<file path="src/rtl/core/lcd4_pkg.sv">
// Shared types, codes and nibble tables for the 4-bit character LCD sequencer.
package lcd4_pkg;

    typedef enum logic [2:0] {
        CMD_INIT  = 3'd0,
        CMD_CLEAR = 3'd1,
        CMD_FLAG  = 3'd2,
        CMD_GOTO  = 3'd3,
        CMD_WRITE = 3'd4
    } t_cmd;

    localparam logic CFG_ROWS = 1'b0;
    localparam logic CFG_COLS = 1'b1;

    localparam logic [1:0] FSEL_DISPLAY = 2'd0;
    localparam logic [1:0] FSEL_CURSOR  = 2'd1;
    localparam logic [1:0] FSEL_BLINK   = 2'd2;

    localparam logic [2:0] FLAG_DISPLAY_BIT = 3'h4;
    localparam logic [2:0] FLAG_CURSOR_BIT  = 3'h2;
    localparam logic [2:0] FLAG_BLINK_BIT   = 3'h1;

    localparam logic [7:0] INS_CLEAR     = 8'h01;
    localparam logic [7:0] INS_ENTRY     = 8'h04;
    localparam logic [7:0] ENTRY_INC     = 8'h02;
    localparam logic [7:0] INS_DISPCTL   = 8'h08;
    localparam logic [7:0] INS_FUNC      = 8'h20;
    localparam logic [7:0] FUNC_TWO_LINE = 8'h08;
    localparam logic [7:0] INS_DDRAM     = 8'h80;
    localparam logic [3:0] NIB_WAKE      = 4'h3;
    localparam logic [3:0] NIB_FOUR_BIT  = 4'h2;
    localparam logic [2:0] INIT_FLAGS    = 3'h4;

    localparam logic [12:0] WAIT_NONE  = 13'd0;
    localparam logic [12:0] WAIT_WAKE  = 13'd4500;
    localparam logic [12:0] WAIT_4BIT  = 13'd100;
    localparam logic [12:0] WAIT_CLEAR = 13'd4000;
    localparam logic [12:0] WAIT_ENTRY = 13'd4500;

    localparam logic [3:0] INIT_LAST = 4'd11;
    localparam logic [3:0] BYTE_LAST = 4'd1;

    // One queued request as the back end needs it
    typedef struct packed {
        logic        is_init;
        logic        rs;
        logic [7:0]  data;      // byte to send; function-set byte for init
        logic [12:0] low_wait;
        logic [5:0]  cur_x;
        logic [1:0]  cur_y;
    } t_entry;

    typedef struct packed {
        logic [3:0]  nibble;
        logic [12:0] wait_us;
    } t_nib;

    function automatic logic [7:0] row_base(input logic [1:0] row);
        logic [7:0] b;
        unique case (row)
            2'd0: b = 8'h00;
            2'd1: b = 8'h40;
            2'd2: b = 8'h14;
            2'd3: b = 8'h54;
            default: b = 8'h00;
        endcase
        return b;
    endfunction

    function automatic t_nib init_nibble(input logic [3:0] step, input logic [7:0] func);
        t_nib  n;
        logic [7:0] dctl;
        logic [7:0] entry;
        dctl  = INS_DISPCTL | {5'd0, INIT_FLAGS};
        entry = INS_ENTRY | ENTRY_INC;
        n.wait_us = WAIT_NONE;
        unique case (step)
            4'd0, 4'd1, 4'd2: begin
                n.nibble  = NIB_WAKE;
                n.wait_us = WAIT_WAKE;
            end
            4'd3: begin
                n.nibble  = NIB_FOUR_BIT;
                n.wait_us = WAIT_4BIT;
            end
            4'd4:  n.nibble = func[7:4];
            4'd5:  n.nibble = func[3:0];
            4'd6:  n.nibble = dctl[7:4];
            4'd7:  n.nibble = dctl[3:0];
            4'd8:  n.nibble = INS_CLEAR[7:4];
            4'd9: begin
                n.nibble  = INS_CLEAR[3:0];
                n.wait_us = WAIT_CLEAR;
            end
            4'd10: n.nibble = entry[7:4];
            4'd11: begin
                n.nibble  = entry[3:0];
                n.wait_us = WAIT_ENTRY;
            end
            default: n.nibble = 4'h0;
        endcase
        return n;
    endfunction

endpackage

</file>
<file path="src/rtl/core/char_lcd_4bit_command_sequencer.sv">
// Top level of the 4-bit character LCD request sequencer.
// Each accepted request word (init, clear, flag change, goto, write) is turned
// into LCD nibble transfers, high nibble first, one nibble word per cycle from
// the output register while the receiver does not stall. Clear, flag, goto and
// write give two nibble words each; init gives 12 words. The emitter, one nibble
// a cycle unless stalled, sets the rate; a queue of FIFO_DEPTH requests lets input
// be taken while it is busy. Unknown commands and flag selectors are taken and
// give no output. Write the configuration only while no request is in flight.
module char_lcd_4bit_command_sequencer #(
    parameter int MAX_ROWS   = 4,
    parameter int MAX_COLS   = 40,
    parameter int FIFO_DEPTH = 4
) (
    input  logic        i_clk,
    input  logic        i_rst_n,
    // configuration: index 0 rows_in_use, index 1 cols_in_use
    input  logic        i_cfg_we,
    input  logic        i_cfg_index,
    input  logic [5:0]  i_cfg_data,
    input  logic        i_s_tvalid,
    output logic        o_s_tready,
    // command[2:0], col[8:3], row[11:9], flag_select[13:12], flag_value[14],
    // char_code[22:15], advance[23]
    input  logic [23:0] i_s_tdata,
    output logic        o_m_tvalid,
    input  logic        i_m_tready,
    // nibble[3:0], wait_us[16:4], cursor_x[22:17], cursor_y[24:23], zero[31:25]
    output logic [31:0] o_m_tdata,
    // reg_select[0]
    output logic        o_m_tuser,
    output logic        o_m_tlast
);

    lcd4_pkg::t_entry push_entry;
    lcd4_pkg::t_entry head;
    logic             push;
    logic             full;
    logic             pop;
    logic             nonempty;
    logic [3:0]       nibble;
    logic [12:0]      wait_us;
    logic [5:0]       cur_x;
    logic [1:0]       cur_y;

    lcd4_front #(
        .MAX_ROWS (MAX_ROWS),
        .MAX_COLS (MAX_COLS)
    ) u_front (
        .i_clk         (i_clk),
        .i_rst_n       (i_rst_n),
        .i_cfg_we      (i_cfg_we),
        .i_cfg_index   (i_cfg_index),
        .i_cfg_data    (i_cfg_data),
        .i_valid       (i_s_tvalid),
        .o_ready       (o_s_tready),
        .i_command     (i_s_tdata[2:0]),
        .i_col         (i_s_tdata[8:3]),
        .i_row         (i_s_tdata[11:9]),
        .i_flag_select (i_s_tdata[13:12]),
        .i_flag_value  (i_s_tdata[14]),
        .i_char_code   (i_s_tdata[22:15]),
        .i_advance     (i_s_tdata[23]),
        .i_full        (full),
        .o_push        (push),
        .o_entry       (push_entry)
    );

    lcd4_fifo #(
        .DEPTH (FIFO_DEPTH)
    ) u_fifo (
        .i_clk      (i_clk),
        .i_rst_n    (i_rst_n),
        .i_push     (push),
        .i_entry    (push_entry),
        .o_full     (full),
        .i_pop      (pop),
        .o_nonempty (nonempty),
        .o_head     (head)
    );

    lcd4_back u_back (
        .i_clk      (i_clk),
        .i_rst_n    (i_rst_n),
        .i_nonempty (nonempty),
        .i_head     (head),
        .o_pop      (pop),
        .o_valid    (o_m_tvalid),
        .i_ready    (i_m_tready),
        .o_rs       (o_m_tuser),
        .o_nibble   (nibble),
        .o_wait_us  (wait_us),
        .o_cur_x    (cur_x),
        .o_cur_y    (cur_y),
        .o_last     (o_m_tlast)
    );

    assign o_m_tdata = {7'd0, cur_y, cur_x, wait_us, nibble};

endmodule

</file>
<file path="src/rtl/core/lcd4_front.sv">
// Front end: takes requests, keeps flags and cursor, queues the bytes to send.
module lcd4_front #(
    parameter int MAX_ROWS = 4,
    parameter int MAX_COLS = 40
) (
    input  logic              i_clk,
    input  logic              i_rst_n,
    input  logic              i_cfg_we,
    input  logic              i_cfg_index,
    input  logic [5:0]        i_cfg_data,
    input  logic              i_valid,
    output logic              o_ready,
    input  logic [2:0]        i_command,
    input  logic [5:0]        i_col,
    input  logic [2:0]        i_row,
    input  logic [1:0]        i_flag_select,
    input  logic              i_flag_value,
    input  logic [7:0]        i_char_code,
    input  logic              i_advance,
    input  logic              i_full,
    output logic              o_push,
    output lcd4_pkg::t_entry  o_entry
);

    logic [2:0] r_rows, n_rows;
    logic [5:0] r_cols, n_cols;
    logic [2:0] r_flags, n_flags;
    logic [5:0] r_cx, n_cx;
    logic [1:0] r_cy, n_cy;

    logic [2:0] eff_rows;
    logic [5:0] eff_cols;
    logic       accept;
    logic       emit;
    logic [2:0] flag_bit;
    logic       flag_ok;
    logic [2:0] goto_row;
    logic [5:0] goto_col;
    logic [6:0] x_inc;
    logic [2:0] y_inc;

    assign o_ready = !i_full;
    assign accept  = i_valid && o_ready;

    always_comb begin
        eff_rows = r_rows;
        if (r_rows == 3'd0) eff_rows = 3'd1;
        else if (r_rows > 3'(MAX_ROWS)) eff_rows = 3'(MAX_ROWS);
        eff_cols = r_cols;
        if (r_cols == 6'd0) eff_cols = 6'd1;
        else if (r_cols > 6'(MAX_COLS)) eff_cols = 6'(MAX_COLS);
    end

    always_comb begin
        flag_ok = 1'b1;
        unique case (i_flag_select)
            lcd4_pkg::FSEL_DISPLAY: flag_bit = lcd4_pkg::FLAG_DISPLAY_BIT;
            lcd4_pkg::FSEL_CURSOR:  flag_bit = lcd4_pkg::FLAG_CURSOR_BIT;
            lcd4_pkg::FSEL_BLINK:   flag_bit = lcd4_pkg::FLAG_BLINK_BIT;
            default: begin
                flag_bit = 3'd0;
                flag_ok  = 1'b0;
            end
        endcase
        goto_row = (i_row < eff_rows) ? i_row : 3'd0;
        goto_col = (i_col < 6'(MAX_COLS)) ? i_col : 6'd0;
        x_inc    = {1'b0, r_cx} + 7'd1;
        y_inc    = {1'b0, r_cy} + 3'd1;
    end

    always_comb begin
        n_rows  = r_rows;
        n_cols  = r_cols;
        if (i_cfg_we) begin
            if (i_cfg_index == lcd4_pkg::CFG_ROWS) n_rows = i_cfg_data[2:0];
            else n_cols = i_cfg_data;
        end
        n_flags = r_flags;
        n_cx    = r_cx;
        n_cy    = r_cy;
        emit    = 1'b0;
        o_entry = '0;
        unique case (lcd4_pkg::t_cmd'(i_command))
            lcd4_pkg::CMD_INIT: begin
                emit            = 1'b1;
                n_flags         = lcd4_pkg::INIT_FLAGS;
                n_cx            = 6'd0;
                n_cy            = 2'd0;
                o_entry.is_init = 1'b1;
                o_entry.data    = lcd4_pkg::INS_FUNC |
                                  ((eff_rows > 3'd1) ? lcd4_pkg::FUNC_TWO_LINE : 8'h00);
            end
            lcd4_pkg::CMD_CLEAR: begin
                emit             = 1'b1;
                n_cx             = 6'd0;
                n_cy             = 2'd0;
                o_entry.data     = lcd4_pkg::INS_CLEAR;
                o_entry.low_wait = lcd4_pkg::WAIT_CLEAR;
            end
            lcd4_pkg::CMD_FLAG: begin
                emit         = flag_ok;
                n_flags      = i_flag_value ? (r_flags | flag_bit) : (r_flags & ~flag_bit);
                o_entry.data = lcd4_pkg::INS_DISPCTL | {5'd0, n_flags};
            end
            lcd4_pkg::CMD_GOTO: begin
                emit         = 1'b1;
                n_cx         = goto_col;
                n_cy         = goto_row[1:0];
                o_entry.data = lcd4_pkg::INS_DDRAM |
                               ({2'd0, goto_col} + lcd4_pkg::row_base(goto_row[1:0]));
            end
            lcd4_pkg::CMD_WRITE: begin
                emit         = 1'b1;
                o_entry.rs   = 1'b1;
                o_entry.data = i_char_code;
                if (i_advance) begin
                    // wrap to the next row, and back to the top after the last one
                    if (x_inc >= {1'b0, eff_cols}) begin
                        n_cx = 6'd0;
                        n_cy = (y_inc >= eff_rows) ? 2'd0 : y_inc[1:0];
                    end else begin
                        n_cx = x_inc[5:0];
                    end
                end
            end
            default: emit = 1'b0;
        endcase
        o_entry.cur_x = n_cx;
        o_entry.cur_y = n_cy;
        o_push = accept && emit;
    end

    always_ff @(posedge i_clk) begin
        if (!i_rst_n) begin
            r_rows  <= 3'd2;
            r_cols  <= 6'd16;
            r_flags <= 3'd0;
            r_cx    <= 6'd0;
            r_cy    <= 2'd0;
        end else begin
            r_rows <= n_rows;
            r_cols <= n_cols;
            if (accept) begin
                r_flags <= n_flags;
                r_cx    <= n_cx;
                r_cy    <= n_cy;
            end
        end
    end

endmodule

</file>
<file path="src/rtl/core/lcd4_fifo.sv">
// Short request queue between the front and back ends.
module lcd4_fifo #(
    parameter int DEPTH = 4
) (
    input  logic              i_clk,
    input  logic              i_rst_n,
    input  logic              i_push,
    input  lcd4_pkg::t_entry  i_entry,
    output logic              o_full,
    input  logic              i_pop,
    output logic              o_nonempty,
    output lcd4_pkg::t_entry  o_head
);

    localparam int AW = (DEPTH > 1) ? $clog2(DEPTH) : 1;
    localparam int CW = $clog2(DEPTH + 1);

    lcd4_pkg::t_entry r_mem [DEPTH];
    logic [AW-1:0] r_wr, n_wr;
    logic [AW-1:0] r_rd, n_rd;
    logic [CW-1:0] r_count, n_count;

    assign o_full     = (r_count == CW'(DEPTH));
    assign o_nonempty = (r_count != '0);
    assign o_head     = r_mem[r_rd];

    always_comb begin
        n_wr    = r_wr;
        n_rd    = r_rd;
        n_count = r_count;
        if (i_push) n_wr = (r_wr == AW'(DEPTH - 1)) ? '0 : r_wr + AW'(1);
        if (i_pop)  n_rd = (r_rd == AW'(DEPTH - 1)) ? '0 : r_rd + AW'(1);
        if (i_push && !i_pop) n_count = r_count + CW'(1);
        else if (!i_push && i_pop) n_count = r_count - CW'(1);
    end

    always_ff @(posedge i_clk) begin
        if (i_push) r_mem[r_wr] <= i_entry;
    end

    always_ff @(posedge i_clk) begin
        if (!i_rst_n) begin
            r_wr    <= '0;
            r_rd    <= '0;
            r_count <= '0;
        end else begin
            r_wr    <= n_wr;
            r_rd    <= n_rd;
            r_count <= n_count;
        end
    end

    a_count_bound: assert property (@(posedge i_clk) disable iff (!i_rst_n)
        r_count <= CW'(DEPTH))
        else $error("queue count beyond depth");

endmodule

</file>
<file path="src/rtl/core/lcd4_back.sv">
// Back end: splits queued bytes into nibbles and drives the output register.
module lcd4_back (
    input  logic              i_clk,
    input  logic              i_rst_n,
    input  logic              i_nonempty,
    input  lcd4_pkg::t_entry  i_head,
    output logic              o_pop,
    output logic              o_valid,
    input  logic              i_ready,
    output logic              o_rs,
    output logic [3:0]        o_nibble,
    output logic [12:0]       o_wait_us,
    output logic [5:0]        o_cur_x,
    output logic [1:0]        o_cur_y,
    output logic              o_last
);

    logic [3:0]       r_step, n_step;
    logic             r_valid, n_valid;
    logic             r_rs;
    logic [3:0]       r_nibble;
    logic [12:0]      r_wait;
    logic [5:0]       r_cx;
    logic [1:0]       r_cy;
    logic             r_last;
    logic             load;
    logic             is_last;
    lcd4_pkg::t_nib   nib;
    lcd4_pkg::t_nib   init_nib;

    assign init_nib = lcd4_pkg::init_nibble(r_step, i_head.data);

    always_comb begin
        if (i_head.is_init) begin
            nib     = init_nib;
            is_last = (r_step == lcd4_pkg::INIT_LAST);
        end else begin
            nib.nibble  = (r_step == 4'd0) ? i_head.data[7:4] : i_head.data[3:0];
            nib.wait_us = (r_step == 4'd0) ? lcd4_pkg::WAIT_NONE : i_head.low_wait;
            is_last     = (r_step == lcd4_pkg::BYTE_LAST);
        end
    end

    // load the next nibble whenever the output slot is free or being taken
    assign load  = i_nonempty && (!r_valid || i_ready);
    assign o_pop = load && is_last;

    always_comb begin
        n_valid = r_valid;
        if (load) n_valid = 1'b1;
        else if (i_ready) n_valid = 1'b0;
        n_step = r_step;
        if (load) n_step = is_last ? 4'd0 : r_step + 4'd1;
    end

    always_ff @(posedge i_clk) begin
        if (!i_rst_n) begin
            r_valid <= 1'b0;
            r_step  <= 4'd0;
        end else begin
            r_valid <= n_valid;
            r_step  <= n_step;
        end
    end

    always_ff @(posedge i_clk) begin
        if (load) begin
            r_rs     <= i_head.rs;
            r_nibble <= nib.nibble;
            r_wait   <= nib.wait_us;
            r_cx     <= i_head.cur_x;
            r_cy     <= i_head.cur_y;
            r_last   <= is_last;
        end
    end

    assign o_valid   = r_valid;
    assign o_rs      = r_rs;
    assign o_nibble  = r_nibble;
    assign o_wait_us = r_wait;
    assign o_cur_x   = r_cx;
    assign o_cur_y   = r_cy;
    assign o_last    = r_last;

    a_step_range: assert property (@(posedge i_clk) disable iff (!i_rst_n)
        r_step <= lcd4_pkg::INIT_LAST)
        else $error("nibble step out of range");

    a_step_byte: assert property (@(posedge i_clk) disable iff (!i_rst_n)
        (i_nonempty && !i_head.is_init) |-> (r_step <= lcd4_pkg::BYTE_LAST))
        else $error("byte request past its second nibble");

    a_step_held: assert property (@(posedge i_clk) disable iff (!i_rst_n)
        (r_step != 4'd0) |-> i_nonempty)
        else $error("request left the queue mid-sequence");

endmodule

</file>
<file path="config.mk">
export PLATFORM = sky130hd
export DESIGN_NAME = char_lcd_4bit_command_sequencer
export DESIGN_NICKNAME = d
export VERILOG_FILES = /design/src/rtl/core/lcd4_pkg.sv /design/src/rtl/core/char_lcd_4bit_command_sequencer.sv /design/src/rtl/core/lcd4_front.sv /design/src/rtl/core/lcd4_fifo.sv /design/src/rtl/core/lcd4_back.sv
export SDC_FILE = /design/constraint.sdc
export NUM_CORES = 1
export LEC_CHECK = 0
export BUFFER_PORTS_ARGS = -buffer_cell sky130_fd_sc_hd__buf_2
export CORE_ASPECT_RATIO = 0.8
export CORE_MARGIN = 4
export CORE_UTILIZATION = 39
export CTS_CLUSTER_SIZE = 28
export DETAILED_ROUTE_END_ITERATION = 12
export GPL_TIMING_DRIVEN = 0
export SYNTH_ARGS = -nofsm -noshare
export SYNTH_HDL_FRONTEND = slang
export SYNTH_SLANG_ARGS = --single-unit
</file>
<file path="constraint.sdc">
create_clock -name i_clk -period 9.05 [get_ports i_clk]
set_clock_uncertainty 0.1 [all_clocks]
set_input_delay 0 -clock i_clk [delete_from_list [all_inputs] [get_ports i_clk]]
set_output_delay 0 -clock i_clk [all_outputs]
set_load 0.005 [all_outputs]
</file>
Yosys cells after proc, flatten, opt, wreduce, memory -nomap -nowiden --
Memories as Yosys holds them, arrays and structs flattened. A register that Yosys moved wholly into a read port is not among the register bits. Index checks and enable logic that the tools add are counted. Widths: inputs -> output; s select.
Word-level totals: register bits 59, latch bits 0, RAM bits 120, ROM bits 0, input port bits 36, output and inout bits 36, word-level logic and storage cells 127, memories 1
Memories:
- u_fifo.r_mem | words 4, width 30, read ports 1, clocked after memory_dff 1, write ports 1, line lcd4_fifo.sv:18 | lcd4_pkg::t_entry r_mem [DEPTH];
Operators by class: add/sub/neg operators 8, $mul 0, div/mod/pow operators 0, $lt $le $gt $ge 7, eq/ne operators 20, shift operators 0, multiplexer cells 42, bitwise gates (word level) 4, reductions and logical operators 29
Operator list (number):
- $pmux 8 s5 | 1
- $pmux 13 s3 | 1
- $mux 6 | 5
- $pmux 4 s7 | 1
- $pmux 7 s4 | 1
- $pmux 6 s3 | 1
- $mux 17 | 1
- $mux 2 | 8
- $mux 3 | 5
- $mux 13 | 1
- $eq 4x3->1 const B | 3
- $mux 12 | 1
- $mux 4 | 3
- $eq 2x2->1 const B | 5
- $pmux 3 s3 | 1
- $eq 4x2->1 const B | 2
- $eq 4x4->1 const B | 2
- $mux 1 | 8
- $reduce_or 4->1 | 2
- $add 6x1->7 const B | 1
- $add 6x7->7 | 1
- $ge 7x6->1 | 1
- $mux 7 | 1
- $eq 3x2->1 const B | 2
- other kinds (34) | 52

Longest topological paths before layout --
depth after elaboration 10, gate-level depth with buffers 12, gate-level depth less buffers 12

Cells and area by module --
A second synthesis with hierarchy kept.
Unflattened totals: cells, all modules 603, area total of the unflattened synthesis 8474.4 um^2
Modules (own cells, without submodules):
- lcd4_fifo | times used 1, cells an instance 205, area each 4933.5 um^2, seq. area each 3903.7 um^2
- lcd4_front | times used 1, cells an instance 263, area each 1954.4 um^2, seq. area each 400.4 um^2
- lcd4_back | times used 1, cells an instance 127, area each 1530.2 um^2, seq. area each 910.9 um^2
- char_lcd_4bit_command_sequencer | times used 1, cells an instance 8, area each 56.3 um^2, seq. area each 0.0 um^2

Least setup slack after synthesis --
Ideal clock, no wire load.
path type reg2reg, start point register u_fifo.r_count[0], end point register u_fifo.r_count[2], library setup time 0.076 ns, data arrival time 2.970 ns, data required time 8.874 ns, setup slack 5.905 ns, cell stages (with the launch flop) 10, path buffers 0, period minus slack after synthesis 3.145 ns, cell sequence dfxtp_1 -> nor3_1 -> a21oi_1 -> nand2_4 -> ha_1 -> inv_1 -> fa_1 -> xor2_1 -> or3_1 -> a21boi_0
On the way: elaborated cells between the ends (all ways) 16, classes of those cells 2 x add/sub; 1 x eq/ne; 2 x mux; 11 x reduce/logical
RTL lines:
- from (decl) | line lcd4_fifo.sv:21 | logic [CW-1:0] r_count, n_count;
- from (signal assigned) | line lcd4_fifo.sv:49 | r_count <= n_count;
- $reduce_bool 3->1 (*) | line lcd4_fifo.sv:24 | assign o_nonempty = (r_count != '0);
- $logic_and 1x1->1 (*) | line lcd4_back.sv:45 | assign load = i_nonempty && (!r_valid || i_ready);
- net u_back.load | line lcd4_back.sv:26 | logic load;
- $logic_and 1x1->1 (*) | line lcd4_back.sv:46 | assign o_pop = load && is_last;
- $logic_not 1->1 | line lcd4_fifo.sv:33 | if (i_push && !i_pop) n_count = r_count + CW'(1);
- $logic_and 1x1->1 | line lcd4_fifo.sv:33
- $mux 3 or $reduce_bool 2->1 (tied branches)
Mark *: on every way through the listed nets, which the timed path passes. The rest lies on a longest branch. The select of a mux whose other input is x is not followed. A chain may end at the register's enable or synchronous reset.

==> results.md <==
* Top cells by area, synth: edfxtp_1 (46%), dfxtp_1 (11%), mux4_2 (6.5%), ha_1 (5.2%), nand2_1 (3.1%)
* CP Max Fanout at 7
* Worst hold-check path type: in -> reg
* Die area at 0.0182 mm2
* Crit path launch type: register
* Total detailed-routing wirelength at 13.7 mm
* Post-Syn Area at between 0.006 and 0.007 mm2
* # resized after CTS at 0
* Ant. Diodes at 0
* Final instance area at 0.00772 mm2
* Yosys top cell area share at roughly 46%
* Clk Latency, worst-skew pair at 420 ps
* FMAX at 0.310 GHz
* Async set or reset register ratio after synthesis at 0%
* Pre-antenna DRT Iters at 5
* Post-Syn Instances at 509
* Largest net degree at the start of global routing at 26
* First-pass GRT wire length at 22.1 mm
* Max-cap violations at 0
* CP endpoint kind: register
* CTS tree: done
* Post-synth top area cell: edfxtp_1
* Primary FF master, synth: edfxtp_1
* Setup Viol. Count Final at 0
* Sequential share of the synthesized area at a little under three fifths
* Drc violations at 0
* Initial antenna violation count at 0
* Leakage at approximately 3.0 nW
* Pwr Total at around 1.9 mW
* Layout cells sized above 1 at 20.9%
* Setup_tns at 0 ps
* Root Buffer: clkbuf_16
* Slew Limit Fails at 0
* Final #Nets at 687
* Synth Warn # at 0
* Worst EP arrival at 3260 ps
* Syn avg cell area at around 12 um2
* Area post-placement at roughly 0.0069 mm2
* Wire per inst at 16.1 um
* Port buffer count at between 50 and 60
* Slew @ Worst Pin at between 1000 and 1500 ps
* VDD IR-drop max at about 0.14 mV
* Min cycle time layout at between 3000 and 4000 ps
* # rows at 41
* All-layer global routing usage at about 16%
* Status: finished clean
* Vert. Die Dim at about 120 um
* Synth cell types at 59
* Vias in the first global route at 4,317
* Avg Vias per Cell at 5.01
* Critical Path RT at approximately 9100 ps
* IO Count at 72
* First DRT Iteration DRCs at around 240
* H-tree Lvls at 4
* Inserted Clock Buffers at 17
* Vias at around 4,300
* Clk sink count at 130
* Hpwl dp at 9.72 mm
* Max-slew headroom at 30.5%
* Final Hold Viols at 0
* WS Path Type: reg -> reg
* Unrepaired setup endpoints after global routing: no
* Initial core utilization at 39.8%
* EDFF count, synth at 96
* #FFs+latches synth at between 100 and 150
* Final Cycle Share at 35.6%
* Die extent in x at 150 um
* Max Root-Sink Buffers at 2
* Placer Congestion at 0.842
* Layout area overhead at 23.2%
* Total grt overflow at 0
* Core Region at 0.0157 mm2
* PwrDens at ~240 mW/mm2
* Antenna-violating nets left at 0
* Clock Pin Slew Worst Setup and Hold Paths at 60 ps
-- flip-flops by register name, indices dropped and copies added, names as in the netlist, 4 cells and up, named ones only --
name	count
u_front.r_cx	6
u_back.o_nibble	4
u_back.r_step	4
u_back.o_cur_x	6
u_front.r_cols	6
u_back.o_wait_us	6
u_fifo.r_mem	76
-- cell families after synthesis --
family | Yosys count | share of synthesized area [%]
and+or+nand+nor | 162 | 12.9
DFF | 130 | 56.9
AOI/OAI and AO/OA | 93 | 9.63
buffers and inverters | 47 | 3.74
muxes | 35 | 9.25
adders and majority gates | 27 | 5.51
xor gates and xnor gates | 14 | 1.96
other | 1 | 0.0599
-- power breakdown --
group,internal (mW),switching [mW],leakage [nW]
Clock,0.411,0.248,0.270
Sequential,0.764,0.0386,1.18
Combinational,0.189,0.239,1.53
-- path summary, 6_finish.rpt --
path                                start                              end  slack (ps)  cells after the start
max reg2reg  u_front.r_cx[1]$_SDFFE_PN0P_     u_fifo.r_mem[2][6]$_DFFE_PP_        5830                     10
max          u_front.r_cx[1]$_SDFFE_PN0P_     u_fifo.r_mem[2][6]$_DFFE_PP_        5830                     10
min reg2reg   u_fifo.r_rd[1]$_SDFFE_PN0P_                         register         380                      2
min                          i_s_tdata[2]  u_front.r_flags[0]$_SDFFE_PN0P_          40                      4
-- area by class of cell --
cell class / instances / area [um2]
tap: 215 / 269
fill: 1400 / 8030
clock buffer: 22 / 454
multi-input combinational: 341 / 2510
timing repair buffer: 87 / 576
sequential: 130 / 3560
clock inverter: 10 / 111
inverter: 16 / 60.1
buffer: 31 / 174
-- repair_timing --
| action | CTS | global route |
|---|---|---|
| buffers inserted | 0 | 0 |
| hold buffers | 28 | 0 |
| hold endpoints to repair | 51 | 0 |
-- per-stage QoR --
step	hold slack [ps]	std cells	setup slack (ps)	util, %
5_1_grt	80.4	852	5580	49.0
2_1_floorplan	28.5	518	5900	-
4_1_cts	16.8	852	5830	49.0
3_5_place_dp	150	792	5850	43.6
3_3_place_gp	138	792	5120	43.6
6_report	35.2	852	5830	49.0
-- layer usage --
layer | part of all wire (%) | GRT usage [%] | vias to the layer above | wire, um
li1 | - | - | 2095 | -
met1 | 48 | 22.3 | 2027 | 6620
met2 | 45 | 24.3 | 130 | 6140
met3 | 5.3 | 4.03 | 18 | 731
met4 | 1.6 | 6.11 | 0 | 213
met5 | 0 | 0 | - | 0
-- Yosys cell counts (2+ instances only) --
master    number
mux2i_1       14
edfxtp_1      96
nand2b_1       7
o22ai_1        3
xnor2_1        8
o22a_1         3
a21oi_1       25
buf_4         14
o211ai_1       4
mux2_2         3
mux4_2        18
buf_2          4
nand2_1       51
nor2b_1       20
nor2_1        30
a31oi_1        4
a21boi_0       7
a21o_1         2
clkbuf_1      13
xor2_1         6
nor3_1         5
or3_1          4
and3_1         3
ha_1          26
nand3b_1       2
o21a_1         2
a22o_1         2
and3b_1        2
inv_1         16
a22oi_1        2
and2_1        10
nor3b_1        2
nand4_1        3
nand3_1       16
dfxtp_1       34
o21ai_1        3
o21ai_0       22
a221oi_1       2
-- cell usage in the layout (no fill, tap or decap), types with 14 or more instances in the layout --
master / count
o21ai_0: 22
a21oi_1: 24
inv_1: 16
edfxtp_1: 96
clkbuf_16: 17
mux4_2: 18
buf_4: 14
buf_2: 63
dfxtp_1: 34
clkbuf_1: 17
dlygate4sd3_1: 28
ha_1: 26
nand3_1: 16
nor2_1: 30
mux2i_1: 14
nor2b_1: 20
nand2_1: 51
-- worst max-delay path, cell delays in order, from the launching register on --
cell,delay (ps)
dfxtp_1,440
ha_1,230
xnor2_1,160
inv_1,70
ha_1,300
a21o_1,110
a31oi_1,40
o211ai_1,530
a21oi_1,300
a222oi_1,480
inv_1,170
Note: power is estimated with default switching activity, not from simulation.
